$ cat src/rtl/deq_pkg.sv
// ----------------------------------------------------------------------------
// deq_pkg: shared types and constants for the double-ended queue unit
// Transaction payloads, command kinds, opcodes, status codes, defaults.
// ----------------------------------------------------------------------------
package deq_pkg;

	localparam int DEF_CAPACITY   = 16;
	localparam int DEF_DATA_WIDTH = 32;

	localparam logic [2:0] OP_PUSH_FRONT = 3'd0;
	localparam logic [2:0] OP_PUSH_REAR  = 3'd1;
	localparam logic [2:0] OP_POP_FRONT  = 3'd2;
	localparam logic [2:0] OP_POP_REAR   = 3'd3;
	localparam logic [2:0] OP_QUERY      = 3'd4;

	localparam logic [1:0] STAT_DONE  = 2'd0;
	localparam logic [1:0] STAT_EMPTY = 2'd1;
	localparam logic [1:0] STAT_FULL  = 2'd2;

	typedef struct packed {
		logic        [2:0]  opcode;
		logic signed [31:0] value;
	} deq_in_t;

	typedef struct packed {
		logic        [1:0]  status;
		logic signed [31:0] front_value;
		logic signed [31:0] rear_value;
		logic               is_empty;
		logic        [4:0]  count;
	} deq_out_t;

	typedef enum logic [2:0] {
		KIND_PUSH_FRONT,
		KIND_PUSH_REAR,
		KIND_POP_FRONT,
		KIND_POP_REAR,
		KIND_QUERY
	} deq_kind_t;

	typedef struct packed {
		deq_kind_t          kind;
		logic signed [31:0] value;
	} deq_cmd_t;

endpackage

$ cat src/rtl/deq_ram.sv
// ----------------------------------------------------------------------------
// deq_ram: generic RAM, one write port and two registered read ports
// Read-during-write returns the old contents.
// ----------------------------------------------------------------------------
module deq_ram #(
	parameter int WIDTH = 32,
	parameter int DEPTH = 16
) (
	input  logic                     clk,
	input  logic                     we,
	input  logic [$clog2(DEPTH)-1:0] waddr,
	input  logic [WIDTH-1:0]         wdata,
	input  logic [$clog2(DEPTH)-1:0] raddr_a,
	input  logic [$clog2(DEPTH)-1:0] raddr_b,
	output logic [WIDTH-1:0]         rdata_a,
	output logic [WIDTH-1:0]         rdata_b
);

	logic [WIDTH-1:0] mem [DEPTH];

	always_ff @(posedge clk) begin
		if (we) begin
			mem[waddr] <= wdata;
		end
		rdata_a <= mem[raddr_a];
		rdata_b <= mem[raddr_b];
	end

endmodule

$ cat src/rtl/deq_front.sv
// ----------------------------------------------------------------------------
// deq_front: input side of the queue unit
// Accepts transactions, decodes the opcode into a command kind and holds
// commands in a two-entry queue until the back end takes them.
// ----------------------------------------------------------------------------
module deq_front (
	input  logic              clk,
	input  logic              arst_n,
	input  logic              in_valid,
	output logic              in_ready,
	input  deq_pkg::deq_in_t  in_item,
	output logic              cmd_valid,
	input  logic              cmd_ready,
	output deq_pkg::deq_cmd_t cmd
);
	import deq_pkg::*;

	deq_cmd_t   fifo_q [2];
	logic       wr_ptr_q;
	logic       rd_ptr_q;
	logic [1:0] cnt_q;
	deq_cmd_t   dec_cmd;
	logic       push;
	logic       pop;

	always_comb begin
		dec_cmd.value = in_item.value;
		unique case (in_item.opcode)
			OP_PUSH_FRONT: dec_cmd.kind = KIND_PUSH_FRONT;
			OP_PUSH_REAR:  dec_cmd.kind = KIND_PUSH_REAR;
			OP_POP_FRONT:  dec_cmd.kind = KIND_POP_FRONT;
			OP_POP_REAR:   dec_cmd.kind = KIND_POP_REAR;
			OP_QUERY:      dec_cmd.kind = KIND_QUERY;
			default:       dec_cmd.kind = KIND_QUERY;	// unused codes act as query
		endcase
	end

	assign in_ready  = (cnt_q != 2'd2);
	assign cmd_valid = (cnt_q != 2'd0);
	assign cmd       = fifo_q[rd_ptr_q];
	assign push      = in_valid && in_ready;
	assign pop       = cmd_valid && cmd_ready;

	always_ff @(posedge clk) begin
		if (push) begin
			fifo_q[wr_ptr_q] <= dec_cmd;
		end
	end

	always_ff @(posedge clk or negedge arst_n) begin
		if (!arst_n) begin
			wr_ptr_q <= 1'b0;
			rd_ptr_q <= 1'b0;
			cnt_q    <= 2'd0;
		end else begin
			if (push) begin
				wr_ptr_q <= ~wr_ptr_q;
			end
			if (pop) begin
				rd_ptr_q <= ~rd_ptr_q;
			end
			case ({push, pop})
				2'b10:   cnt_q <= cnt_q + 2'd1;
				2'b01:   cnt_q <= cnt_q - 2'd1;
				default: cnt_q <= cnt_q;
			endcase
		end
	end

	a_cnt_bound: assert property (@(posedge clk) disable iff (!arst_n)
		cnt_q != 2'd3)
		else $error("command queue count out of range");

	a_ptr_match: assert property (@(posedge clk) disable iff (!arst_n)
		(cnt_q == 2'd0 || cnt_q == 2'd2) |-> (wr_ptr_q == rd_ptr_q))
		else $error("command queue pointers disagree with count");

	a_no_overflow: assert property (@(posedge clk) disable iff (!arst_n)
		(cnt_q == 2'd2 && !pop) |=> (cnt_q == 2'd2))
		else $error("command queue lost an entry");

endmodule

$ cat src/rtl/deq_back.sv
// ----------------------------------------------------------------------------
// deq_back: execution side of the queue unit
// Updates head, tail and count, writes pushed data to the slot RAM, reads
// the front and rear slots back and registers the result transaction.
// ----------------------------------------------------------------------------
module deq_back #(
	parameter int CAPACITY   = deq_pkg::DEF_CAPACITY,
	parameter int DATA_WIDTH = deq_pkg::DEF_DATA_WIDTH
) (
	input  logic              clk,
	input  logic              arst_n,
	input  logic              cmd_valid,
	output logic              cmd_ready,
	input  deq_pkg::deq_cmd_t cmd,
	output logic              out_valid,
	input  logic              out_ready,
	output deq_pkg::deq_out_t out_item
);
	import deq_pkg::*;

	localparam int AW    = $clog2(CAPACITY);
	localparam int CNT_W = $clog2(CAPACITY + 1);
	localparam logic [AW-1:0]    LAST_IDX = AW'(CAPACITY - 1);
	localparam logic [CNT_W-1:0] CNT_FULL = CNT_W'(CAPACITY);

	typedef enum logic [1:0] {
		S_TAKE,
		S_READ,
		S_SEND
	} state_t;

	state_t             state_q;
	logic [AW-1:0]      head_q;
	logic [AW-1:0]      tail_q;
	logic [CNT_W-1:0]   cnt_q;
	logic [1:0]         status_q;
	logic               out_valid_q;
	deq_out_t           out_q;

	logic [AW-1:0]      head_n;
	logic [AW-1:0]      tail_n;
	logic [CNT_W-1:0]   cnt_n;
	logic [1:0]         status_n;
	logic               we;
	logic [AW-1:0]      waddr;
	logic signed [63:0] val_ext;
	logic [AW-1:0]      rear_idx;
	logic [DATA_WIDTH-1:0] rdata_front;
	logic [DATA_WIDTH-1:0] rdata_rear;
	logic signed [63:0] front_ext;
	logic signed [63:0] rear_ext;
	logic [31:0]        cnt_wide;
	logic               full;
	logic               empty;
	logic               take;
	logic               load_out;
	deq_out_t           res;

	function automatic logic [AW-1:0] idx_inc(input logic [AW-1:0] i);
		return (i == LAST_IDX) ? '0 : i + AW'(1);
	endfunction

	function automatic logic [AW-1:0] idx_dec(input logic [AW-1:0] i);
		return (i == '0) ? LAST_IDX : i - AW'(1);
	endfunction

	assign full      = (cnt_q == CNT_FULL);
	assign empty     = (cnt_q == '0);
	assign cmd_ready = (state_q == S_TAKE);
	assign take      = cmd_valid && cmd_ready;
	assign val_ext   = 64'(cmd.value);

	always_comb begin
		head_n   = head_q;
		tail_n   = tail_q;
		cnt_n    = cnt_q;
		status_n = STAT_DONE;
		we       = 1'b0;
		waddr    = tail_q;
		unique case (cmd.kind)
			KIND_PUSH_FRONT: begin
				if (full) begin
					status_n = STAT_FULL;
				end else begin
					head_n = idx_dec(head_q);
					waddr  = head_n;
					we     = take;
					cnt_n  = cnt_q + CNT_W'(1);
				end
			end
			KIND_PUSH_REAR: begin
				if (full) begin
					status_n = STAT_FULL;
				end else begin
					tail_n = idx_inc(tail_q);
					we     = take;
					cnt_n  = cnt_q + CNT_W'(1);
				end
			end
			KIND_POP_FRONT: begin
				if (empty) begin
					status_n = STAT_EMPTY;
				end else begin
					head_n = idx_inc(head_q);
					cnt_n  = cnt_q - CNT_W'(1);
				end
			end
			KIND_POP_REAR: begin
				if (empty) begin
					status_n = STAT_EMPTY;
				end else begin
					tail_n = idx_dec(tail_q);
					cnt_n  = cnt_q - CNT_W'(1);
				end
			end
			default: begin
			end
		endcase
	end

	// tail points one past the rear entry
	assign rear_idx = idx_dec(tail_q);

	deq_ram #(
		.WIDTH (DATA_WIDTH),
		.DEPTH (CAPACITY)
	) u_slots (
		.clk     (clk),
		.we      (we),
		.waddr   (waddr),
		.wdata   (val_ext[DATA_WIDTH-1:0]),
		.raddr_a (head_q),
		.raddr_b (rear_idx),
		.rdata_a (rdata_front),
		.rdata_b (rdata_rear)
	);

	assign front_ext = 64'($signed(rdata_front));
	assign rear_ext  = 64'($signed(rdata_rear));
	assign cnt_wide  = 32'(cnt_q);

	always_comb begin
		res.status   = status_q;
		res.is_empty = empty;
		res.count    = cnt_wide[4:0];
		if (empty) begin
			res.front_value = '0;
			res.rear_value  = '0;
		end else begin
			res.front_value = front_ext[31:0];
			res.rear_value  = rear_ext[31:0];
		end
	end

	assign load_out  = (state_q == S_SEND) && (!out_valid_q || out_ready);
	assign out_valid = out_valid_q;
	assign out_item  = out_q;

	always_ff @(posedge clk) begin
		if (load_out) begin
			out_q <= res;
		end
	end

	always_ff @(posedge clk or negedge arst_n) begin
		if (!arst_n) begin
			state_q     <= S_TAKE;
			head_q      <= '0;
			tail_q      <= '0;
			cnt_q       <= '0;
			status_q    <= STAT_DONE;
			out_valid_q <= 1'b0;
		end else begin
			unique case (state_q)
				S_TAKE: begin
					if (take) begin
						head_q   <= head_n;
						tail_q   <= tail_n;
						cnt_q    <= cnt_n;
						status_q <= status_n;
						state_q  <= S_READ;
					end
				end
				S_READ: begin
					state_q <= S_SEND;
				end
				S_SEND: begin
					if (load_out) begin
						state_q <= S_TAKE;
					end
				end
				default: begin
					state_q <= S_TAKE;
				end
			endcase
			if (load_out) begin
				out_valid_q <= 1'b1;
			end else if (out_ready) begin
				out_valid_q <= 1'b0;
			end
		end
	end

	a_cnt_bound: assert property (@(posedge clk) disable iff (!arst_n)
		cnt_q <= CNT_FULL)
		else $error("entry count above capacity");

	a_take_read: assert property (@(posedge clk) disable iff (!arst_n)
		take |=> (state_q == S_READ))
		else $error("command taken without read cycle");

	a_cnt_step: assert property (@(posedge clk) disable iff (!arst_n)
		(state_q != S_TAKE) |=> (cnt_q == $past(cnt_q)))
		else $error("count changed outside command take");

	a_empty_zero: assert property (@(posedge clk) disable iff (!arst_n)
		(out_valid_q && out_q.is_empty) |->
			(out_q.front_value == 0 && out_q.rear_value == 0 && out_q.count == 5'd0))
		else $error("empty result carries data");

	a_send_free: assert property (@(posedge clk) disable iff (!arst_n)
		(state_q == S_SEND && !out_valid_q) |=> (state_q == S_TAKE && out_valid_q))
		else $error("result not issued into free output register");

endmodule

$ cat src/rtl/double_ended_queue_unit.sv
// ----------------------------------------------------------------------------
// double_ended_queue_unit: bounded double-ended queue in a ring buffer
// Push and pop at either end, or query, with one result per transaction.
// ----------------------------------------------------------------------------
// Usage:
//   in channel  (in_valid/in_ready/in_item): one operation per transaction,
//     opcode push front, push rear, pop front, pop rear or query; value is
//     the word pushed. Unused opcodes behave as query.
//   out channel (out_valid/out_ready/out_item): exactly one result per
//     operation, in order: status, front and rear values (0 when empty),
//     empty flag and entry count after the operation.
//   A two-entry command queue sits between the input decoder and the
//   execution stage, so input keeps being taken while a result waits.
//   The execute state machine handles one operation at a time: update
//   pointers and write slot, read front/rear slots from the
//   registered-read RAM, load the output register; the next command is
//   taken only after the result is loaded.
//   Reset: queue empty, head and tail at slot 0, no result pending. Slot
//   RAM is not cleared; only held entries ever reach the output.
//   Output stall: the result stays in the output register; the back end
//   holds, and the command queue fills, then in_ready drops.
// ----------------------------------------------------------------------------
module double_ended_queue_unit #(
	parameter int CAPACITY   = deq_pkg::DEF_CAPACITY,
	parameter int DATA_WIDTH = deq_pkg::DEF_DATA_WIDTH
) (
	input  logic              clk,
	input  logic              arst_n,
	input  logic              in_valid,
	output logic              in_ready,
	input  deq_pkg::deq_in_t  in_item,
	output logic              out_valid,
	input  logic              out_ready,
	output deq_pkg::deq_out_t out_item
);
	import deq_pkg::*;

	logic     cmd_valid;
	logic     cmd_ready;
	deq_cmd_t cmd;

	deq_front u_front (
		.clk       (clk),
		.arst_n    (arst_n),
		.in_valid  (in_valid),
		.in_ready  (in_ready),
		.in_item   (in_item),
		.cmd_valid (cmd_valid),
		.cmd_ready (cmd_ready),
		.cmd       (cmd)
	);

	deq_back #(
		.CAPACITY   (CAPACITY),
		.DATA_WIDTH (DATA_WIDTH)
	) u_back (
		.clk       (clk),
		.arst_n    (arst_n),
		.cmd_valid (cmd_valid),
		.cmd_ready (cmd_ready),
		.cmd       (cmd),
		.out_valid (out_valid),
		.out_ready (out_ready),
		.out_item  (out_item)
	);

endmodule
$ cat config.mk
export PLATFORM = sky130hd
export DESIGN_NAME = double_ended_queue_unit
export DESIGN_NICKNAME = d
export VERILOG_FILES = /design/src/rtl/deq_pkg.sv /design/src/rtl/deq_ram.sv /design/src/rtl/deq_front.sv /design/src/rtl/deq_back.sv /design/src/rtl/double_ended_queue_unit.sv
export SDC_FILE = /design/constraint.sdc
export NUM_CORES = 1
export LEC_CHECK = 0
export ABC_AREA = 1
export BUFFER_PORTS_ARGS = -buffer_cell sky130_fd_sc_hd__buf_2
export CAP_MARGIN = 20
export CORE_MARGIN = 2
export CORE_UTILIZATION = 30
export CTS_CLUSTER_SIZE = 20
export DETAILED_ROUTE_END_ITERATION = 16
export PLACE_DENSITY = 0.49
export SETUP_SLACK_MARGIN = 0.2
export SYNTH_ARGS = -nofsm -noshare
export SYNTH_HDL_FRONTEND = slang
export SYNTH_SLANG_ARGS = --single-unit
export TNS_END_PERCENT = 1
$ cat constraint.sdc
create_clock -name clk -period 5.2 [get_ports clk]
set_input_delay 1.04 -clock clk [delete_from_list [all_inputs] [get_ports clk]]
set_output_delay 1.04 -clock clk [all_outputs]
set_load 0.1 [all_outputs]
==> impl_metrics.env, run 1 <==
export IMPL_total_power_mw=28.9
export IMPL_synth_seq_cells=740
export IMPL_detail_route_wirelength_mm=113
export IMPL_areaGrowthSynthToFinish_pct=14.5
export IMPL_cts_sink_count=740
export IMPL_cap_violations=0
export IMPL_path_class="reg2reg"
export IMPL_post_drt_via_cell_ratio=5.12
export IMPL_slew_limit_headroom_pct=22.5
export IMPL_finalSetupTns_ns=0
export IMPL_ant_nets=0
export IMPL_syn_num_nets=3587
export IMPL_worstPathRequired_ns=5.53
export IMPL_drt_first_iter_violations=2783
export IMPL_drc=0
export IMPL_die_height_microns=344
export IMPL_run_status="finished clean"
export IMPL_ctsRootBufferMaster="sky130_fd_sc_hd__clkbuf_16"
export IMPL_post_cts_setup_buffers=0
export IMPL_drtPass1Iterations=6
export IMPL_post_route_period_util_pct=71.1
export IMPL_setup_worst_path_end_class="flop"
export IMPL_gpl_final_weighted_congestion=0.823
export IMPL_clkSlewWorstSetupHoldPaths_ns=0.06
export IMPL_min_delay_path_class="in2async"
export IMPL_hold_violations=0
export IMPL_dr_total_vias=26317
export IMPL_floorplan_initialDensity_pct=30.3
export IMPL_fin_hold_ws_ns=0.392
export IMPL_final_area_sq_um=39700
export IMPL_p_leak_nw=15.7
export IMPL_clk_insertion_delay_late_ns=0.66
export IMPL_cts_resized=0
export IMPL_timing_final_setup_violations=0
export IMPL_worst_clock_skew_ns=0.0266
export IMPL_critical_path_startpoint_type="flop"
export IMPL_cts_htree_levels=3
export IMPL_power_per_cell_area_nw_per_um2=728
export IMPL_ioPinCount=113
export IMPL_layout_cells_non_filler=5139
export IMPL_timing_final_max_slew_violations=0
export IMPL_synthesis_area_per_instance_sq_um=9.79
export IMPL_dieArea_sq_um=118000
export IMPL_critPathArrivalTime_ns=4.03
export IMPL_first_global_vias=24780
export IMPL_wire_length_of_the_first_global_routing_pass_mm=166
export IMPL_coreArea_sq_um=115000
export IMPL_place_inst=4970
export IMPL_origin_of_the_critical_flop_to_flop_path="u_back.head_q[2]$_DFFE_PN0P_"
export IMPL_worst_slew_pin_slew_ns=1.16
export IMPL_largest_net_degree_at_the_start_of_global_routing=224
export IMPL_worstSetupEndpoint="u_back.u_slots.mem[11][6]$_DFFE_PP_"
export IMPL_gr_usage_all_layers_pct=18.9
export IMPL_rr_worst_depth=9
export IMPL_finalNetCount=3596
export IMPL_timing_fmax_mhz=270
export IMPL_max_clock_path_buffers=3
export IMPL_dp_hpwl_mm=64.2
export IMPL_yosysWarningCount=0
export IMPL_cts_inserted_buffers=87
export IMPL_routedWlPerCell_microns=22.0
export IMPL_total_congestion_overflow=0
export IMPL_cell_row_count=124
export IMPL_synth_lib_cells_used_distinct=36
export IMPL_tritoncts="done"
export IMPL_critPathLaunch="u_back.head_q[2]$_DFFE_PN0P_"
export IMPL_placed_area_sq_um=36700
export IMPL_floorplan_die_width_microns=344
export IMPL_synth_area_sq_um=34600
export IMPL_rsz0062_at_grt="no"
export IMPL_initial_antenna_violation_count=6
export IMPL_final_min_clock_period_ns=3.70
export IMPL_cts_hold_buffers_added=0
export IMPL_portBuffers=112
export IMPL_syn_instance_count=3539
export IMPL_seq_area_frac_synth_pct=62.0
export IMPL_timing_critical_path_fanout_max=43
export IMPL_regToRegEndpoint="u_back.u_slots.mem[11][6]$_DFFE_PP_"
export IMPL_drive_above_1_share_pct=10.3
export IMPL_timing_reg2reg_setup_slack_ns=1.50
export IMPL_ir_worst_vdd_uv=635
==> kinds of logic (layout without fill, tap and decap cells) <==
| logic type | Yosys count | in the layout | synth area share [%] |
|---|---|---|---|
| simple gates | 1605 | 1605 | 21.4 |
| flops | 740 | 740 | 62.0 |
| buf+inv | 655 | 738 | 8.13 |
| compound gates | 519 | 519 | 7.90 |
| xor+xnor | 11 | 11 | 0.278 |
| fa+ha+maj | 9 | 9 | 0.347 |
| other cells | 0 | 5 | 0 |
==> per-stage QoR <==
step / utilization, % / worst slack [ns]
after floorplan: - / 0.600
after global placement: 32.0 / 1.58
after detailed placement: 32.0 / 1.57
after CTS: 34.6 / 1.54
after global routing: 34.6 / 1.35
final: 34.7 / 1.50
==> cell usage in the layout (no fill, tap or decap), types with 9 or more instances in the layout <==
master and instances:
sky130_fd_sc_hd__edfxtp_1 654, sky130_fd_sc_hd__nor2_1 95, sky130_fd_sc_hd__dfxtp_1 64, sky130_fd_sc_hd__buf_4 46
sky130_fd_sc_hd__dfrtp_1 16, sky130_fd_sc_hd__buf_12 17, sky130_fd_sc_hd__o22ai_1 11, sky130_fd_sc_hd__clkinv_1 13
sky130_fd_sc_hd__clkbuf_16 92, sky130_fd_sc_hd__a21oi_1 191, sky130_fd_sc_hd__clkinv_2 9, sky130_fd_sc_hd__inv_1 386
sky130_fd_sc_hd__nand3_1 765, sky130_fd_sc_hd__nand2_1 623, sky130_fd_sc_hd__clkbuf_1 17, sky130_fd_sc_hd__o221ai_1 11
sky130_fd_sc_hd__clkbuf_8 19, sky130_fd_sc_hd__inv_2 9, sky130_fd_sc_hd__nand3b_1 79, sky130_fd_sc_hd__o21ai_0 272
sky130_fd_sc_hd__o211ai_1 26, sky130_fd_sc_hd__buf_2 112, sky130_fd_sc_hd__nor2_4 22
==> critical path: stages, from the launching register on <==
cell                      delay [ns]
sky130_fd_sc_hd__dfrtp_4        0.93
sky130_fd_sc_hd__inv_2          0.49
sky130_fd_sc_hd__nand2_1        0.26
sky130_fd_sc_hd__nand2_1        0.10
sky130_fd_sc_hd__inv_1          0.08
sky130_fd_sc_hd__nand4_1        0.10
sky130_fd_sc_hd__nand2_1        0.14
sky130_fd_sc_hd__nand3_1        0.31
sky130_fd_sc_hd__nor2_4         0.61
sky130_fd_sc_hd__buf_12         0.31
==> worst min path at each step <==
stage                                   endpoint
6_report            u_back.out_valid$_DFFE_PN0P_
5_1_grt              u_back.cnt_q[0]$_DFFE_PN0P_
4_1_cts             u_back.head_q[3]$_DFFE_PN0P_
3_5_place_dp   u_back.out_item[45]$_SDFFCE_PP0P_
3_3_place_gp   u_back.out_item[45]$_SDFFCE_PP0P_
2_1_floorplan      u_back.out_item[70]$_DFFE_PP_
==> per-layer routing <==
layer | track usage, % | wire length [microns] | vias up
met5 | 0 | 37 | -
met2 | 27.7 | 48000 | 1122
li1 | - | - | 12227
met4 | 5.46 | 3040 | 6
met3 | 3.60 | 8970 | 193
met1 | 28.2 | 53100 | 12769
==> cell type report <==
type                            count  area, sq um
Fill cell                       11455        74800
Sequential cell                   740        21500
Multi-Input combinational cell   2144        10600
Clock buffer                      128         2630
Tap cell                         1512         1890
Inverter                          400         1520
Timing Repair Buffer              175         1250
Clock inverter                     35          338
Antenna cell                        5         12.5
==> flip-flops by register name (all words and copies together), names as in the netlist, 2 cells and up <==
signal	count
u_back.u_slots.mem	512
u_back.out_item	72
u_back.state_q	2
u_back.head_q	4
u_back.status_q	2
u_back.tail_q	4
u_back.cnt_q	5
u_front.fifo_q	70
u_back.u_slots.rdata_a	32
u_front.cnt_q	2
u_back.u_slots.rdata_b	32
==> cell usage after synthesis (all sizes together) <==
cell	count	area share, %
clkbuf	79	0.86
fa	1	0.058
nand3	769	11
o22ai	11	0.20
o211ai	26	0.56
nand4	4	0.072
o221ai	11	0.28
xor2	5	0.13
a21oi	191	2.8
nor2	119	1.4
dfrtp	22	1.6
inv	400	4.3
ha	8	0.29
edfxtp	654	57
nand3b	79	1.7
xnor2	6	0.15
dfxtp	64	3.7
nor3	3	0.10
o21ai	280	4.1
nand2	631	7.0
buf	176	2.9
==> where the power goes <==
group,internal (mW),leakage [nW],switching (mW)
Clock,3.79,1.45,2.47
Combinational,3.16,7.47,10.7
Sequential,8.19,6.75,0.536
No activity file was read; power rests on OpenSTA's default activity.
==> run 2, diff against run 1 <==
- ABC_AREA: 1 -> 0
- PLACE_DENSITY: 0.49 -> 0.5
- clock period: 5.2 -> 3.45 ns (I/O delays scaled with it)
==> run 2 against run 1 <==
Effect of this change: synthesized cell count decreased by 53%; clock-buffer cell count down 8; setup slack got worse by 1.1 ns; cell count decreased by 37%; core utilization grew 1.4 points; via count decreased by 35%; area after synthesis shrank 10%; clock skew up 0.0059 ns; critical endpoint is now u_back.u_slots.mem[12][12]$_DFFE_PP_; highest routed layer unchanged.
==> impl_metrics.env, run 2 <==
export IMPL_initial_antenna_violation_count=1
export IMPL_gr_usage_all_layers_pct=16.3
export IMPL_yosysMostFrequentCell="sky130_fd_sc_hd__edfxtp_1"
export IMPL_final_area_sq_um=36800
export IMPL_synth_top_cell_area_share_pct=63.3
export IMPL_synth_seq_cells=740
export IMPL_hold_violations=0
export IMPL_cts_inserted_buffers=85
export IMPL_synth_lib_cells_used_distinct=71
export IMPL_syn_instance_count=1648
export IMPL_drive_above_1_share_pct=33.4
export IMPL_ant_nets=0
export IMPL_dieArea_sq_um=106000
export IMPL_cap_violations=0
export IMPL_cts_resized=0
export IMPL_placed_area_sq_um=34000
export IMPL_gpl_final_weighted_congestion=0.783
export IMPL_worst_slew_pin_slew_ns=0.997
export IMPL_floorplan_die_width_microns=326
export IMPL_portBuffers=112
export IMPL_syn_num_nets=1696
export IMPL_tritoncts="done"
export IMPL_fin_hold_ws_ns=0.0280
export IMPL_worst_clock_skew_ns=0.0326
export IMPL_clkSlewWorstSetupHoldPaths_ns=0.06
export IMPL_top_cells_by_instance_count_after_synthesis="654 x sky130_fd_sc_hd__edfxtp_1, 213 x sky130_fd_sc_hd__mux4_2, 78 x sky130_fd_sc_hd__a22o_1, 68 x sky130_fd_sc_hd__clkbuf_1"
export IMPL_ir_worst_vdd_uv=820
export IMPL_timing_reg2reg_setup_slack_ns=0.45
export IMPL_drtPass1Iterations=5
export IMPL_yosys_top_cells_area="sky130_fd_sc_hd__edfxtp_1 63%, sky130_fd_sc_hd__mux4_2 15%, sky130_fd_sc_hd__dfxtp_1 4.1%"
export IMPL_dominantRegCellSynth="sky130_fd_sc_hd__edfxtp_1"
export IMPL_clk_insertion_delay_late_ns=0.66
export IMPL_dp_hpwl_mm=52.8
export IMPL_areaGrowthSynthToFinish_pct=18.6
export IMPL_antenna_cells=0
export IMPL_synthesis_area_per_instance_sq_um=18.8
export IMPL_timing_fmax_mhz=333
export IMPL_post_cts_setup_buffers=0
export IMPL_drt_first_iter_violations=1483
export IMPL_critical_path_startpoint_type="flop"
export IMPL_finalNetCount=1871
export IMPL_post_route_period_util_pct=87.0
export IMPL_drc=0
export IMPL_run_status="finished clean"
export IMPL_post_synth_edffs=654
export IMPL_timing_final_max_slew_violations=0
export IMPL_ioPinCount=113
export IMPL_cts_sink_count=740
export IMPL_timing_critical_path_fanout_max=21
export IMPL_cts_hold_buffers_added=0
export IMPL_setup_worst_path_end_class="flop"
export IMPL_max_clock_path_buffers=3
export IMPL_timing_final_setup_violations=0
export IMPL_path_class="reg2reg"
export IMPL_top_register="u_back.u_slots.mem"
export IMPL_final_common_cell="sky130_fd_sc_hd__edfxtp_1"
export IMPL_seq_area_frac_synth_pct=69.2
export IMPL_cell_row_count=117
export IMPL_rsz0062_at_grt="no"
export IMPL_slew_limit_headroom_pct=33.5
export IMPL_die_height_microns=326
export IMPL_dr_total_vias=17091
export IMPL_floorplan_initialDensity_pct=30.4
export IMPL_yosysWarningCount=0
export IMPL_p_leak_nw=12.0
export IMPL_total_congestion_overflow=0
export IMPL_detail_route_wirelength_mm=87.1
export IMPL_worstPathRequired_ns=3.73
export IMPL_critPathArrivalTime_ns=3.28
export IMPL_ys_async_sr_fraction_pct=2.97
export IMPL_yosysTopAreaCell="sky130_fd_sc_hd__edfxtp_1"
export IMPL_post_drt_via_cell_ratio=5.24
export IMPL_largest_net_degree_at_the_start_of_global_routing=80
export IMPL_power_per_cell_area_nw_per_um2=1030
export IMPL_min_delay_path_class="in2async"
export IMPL_synth_area_sq_um=31000
export IMPL_postLayoutCoreUtil_pct=36.0
export IMPL_number_of_flip_flops_in_the_largest_register=512
export IMPL_first_global_vias=18134
export IMPL_ctsRootBufferMaster="sky130_fd_sc_hd__clkbuf_16"
export IMPL_routedWlPerCell_microns=26.7
export IMPL_layout_common_cells="654 x sky130_fd_sc_hd__edfxtp_1, 213 x sky130_fd_sc_hd__mux4_2, 112 x sky130_fd_sc_hd__buf_2"
export IMPL_final_min_clock_period_ns=3.00
export IMPL_coreArea_sq_um=102000
export IMPL_wire_length_of_the_first_global_routing_pass_mm=126
export IMPL_cts_htree_levels=3
==> run 2: worst paths after layout <==
path,start,to,cells past startpoint
worst min register to register,u_back.status_q[1]$_DFFE_PN0P_,u_back.out_item[71]$_DFFE_PP_,0
worst min-delay path,arst_n,u_back.tail_q[2]$_DFFE_PN0P_,1
worst max register to register,u_front.fifo_q[1][34]$_DFFE_PP_,u_back.u_slots.mem[12][12]$_DFFE_PP_,6
max in group asynchronous,arst_n,u_back.head_q[0]$_DFFE_PN0P_,1
min in group clk,in_item[3],u_front.fifo_q[0][3]$_DFFE_PP_,1
worst max-delay path,u_front.fifo_q[1][34]$_DFFE_PP_,u_back.u_slots.mem[12][12]$_DFFE_PP_,6
==> run 2: kinds of logic after synthesis <==
group | after synthesis | synth area share (%)
xor+xnor | 16 | 0.452
flops | 740 | 69.2
fa+ha+maj | 9 | 0.387
mux | 276 | 17.7
simple gates | 179 | 3.19
compound gates | 296 | 7.27
buf+inv | 132 | 1.85
==> run 2: final cells by class <==
| class | instances | area (sq um) |
|---|---|---|
| fill | 9530 | 65400 |
| sequential | 740 | 21500 |
| multi-input combinational | 776 | 9160 |
| clock buffer | 120 | 2450 |
| tap | 1368 | 1710 |
| timing repair buffer | 206 | 1540 |
| clock inverter | 37 | 393 |
| inverter | 14 | 52.6 |
==> run 2: layer usage <==
metal | GRT usage, % | up-vias | routed length (microns)
met1 | 20.7 | 9077 | 35800
met5 | 0 | - | 13
met4 | 5.83 | 2 | 2650
met2 | 27.9 | 578 | 43800
li1 | - | 7289 | -
met3 | 3.00 | 145 | 4790
==> run 2: stage by stage <==
| stage | std cells | power (mW) | setup TNS, ns | worst slack (ns) |
|---|---|---|---|---|
| global route | 3261 | 39.9 | 0 | 0.315 |
| global placement | 3104 | 29.2 | 0 | 0.499 |
| finish | 3261 | 38.1 | 0 | 0.449 |
| CTS | 3261 | 38.6 | 0 | 0.468 |
| floorplan | 1648 | 23.8 | -96.16 | -0.242 |
| detailed placement | 3104 | 29.4 | 0 | 0.466 |
==> run 2: critical path: stages (launching register included) <==
cell	delay [ns]
sky130_fd_sc_hd__edfxtp_1	0.43
sky130_fd_sc_hd__or3b_2	0.54
sky130_fd_sc_hd__a221oi_4	0.43
sky130_fd_sc_hd__mux2i_1	0.31
sky130_fd_sc_hd__nand2_1	0.28
sky130_fd_sc_hd__nor2_4	0.17
sky130_fd_sc_hd__buf_4	0.45
==> run 2: report_power, final <==
part,switching [mW],internal (mW)
clock,3.63,5.49
sequential,0.535,12.1
combinational,10.4,5.95
total,14.6,23.5
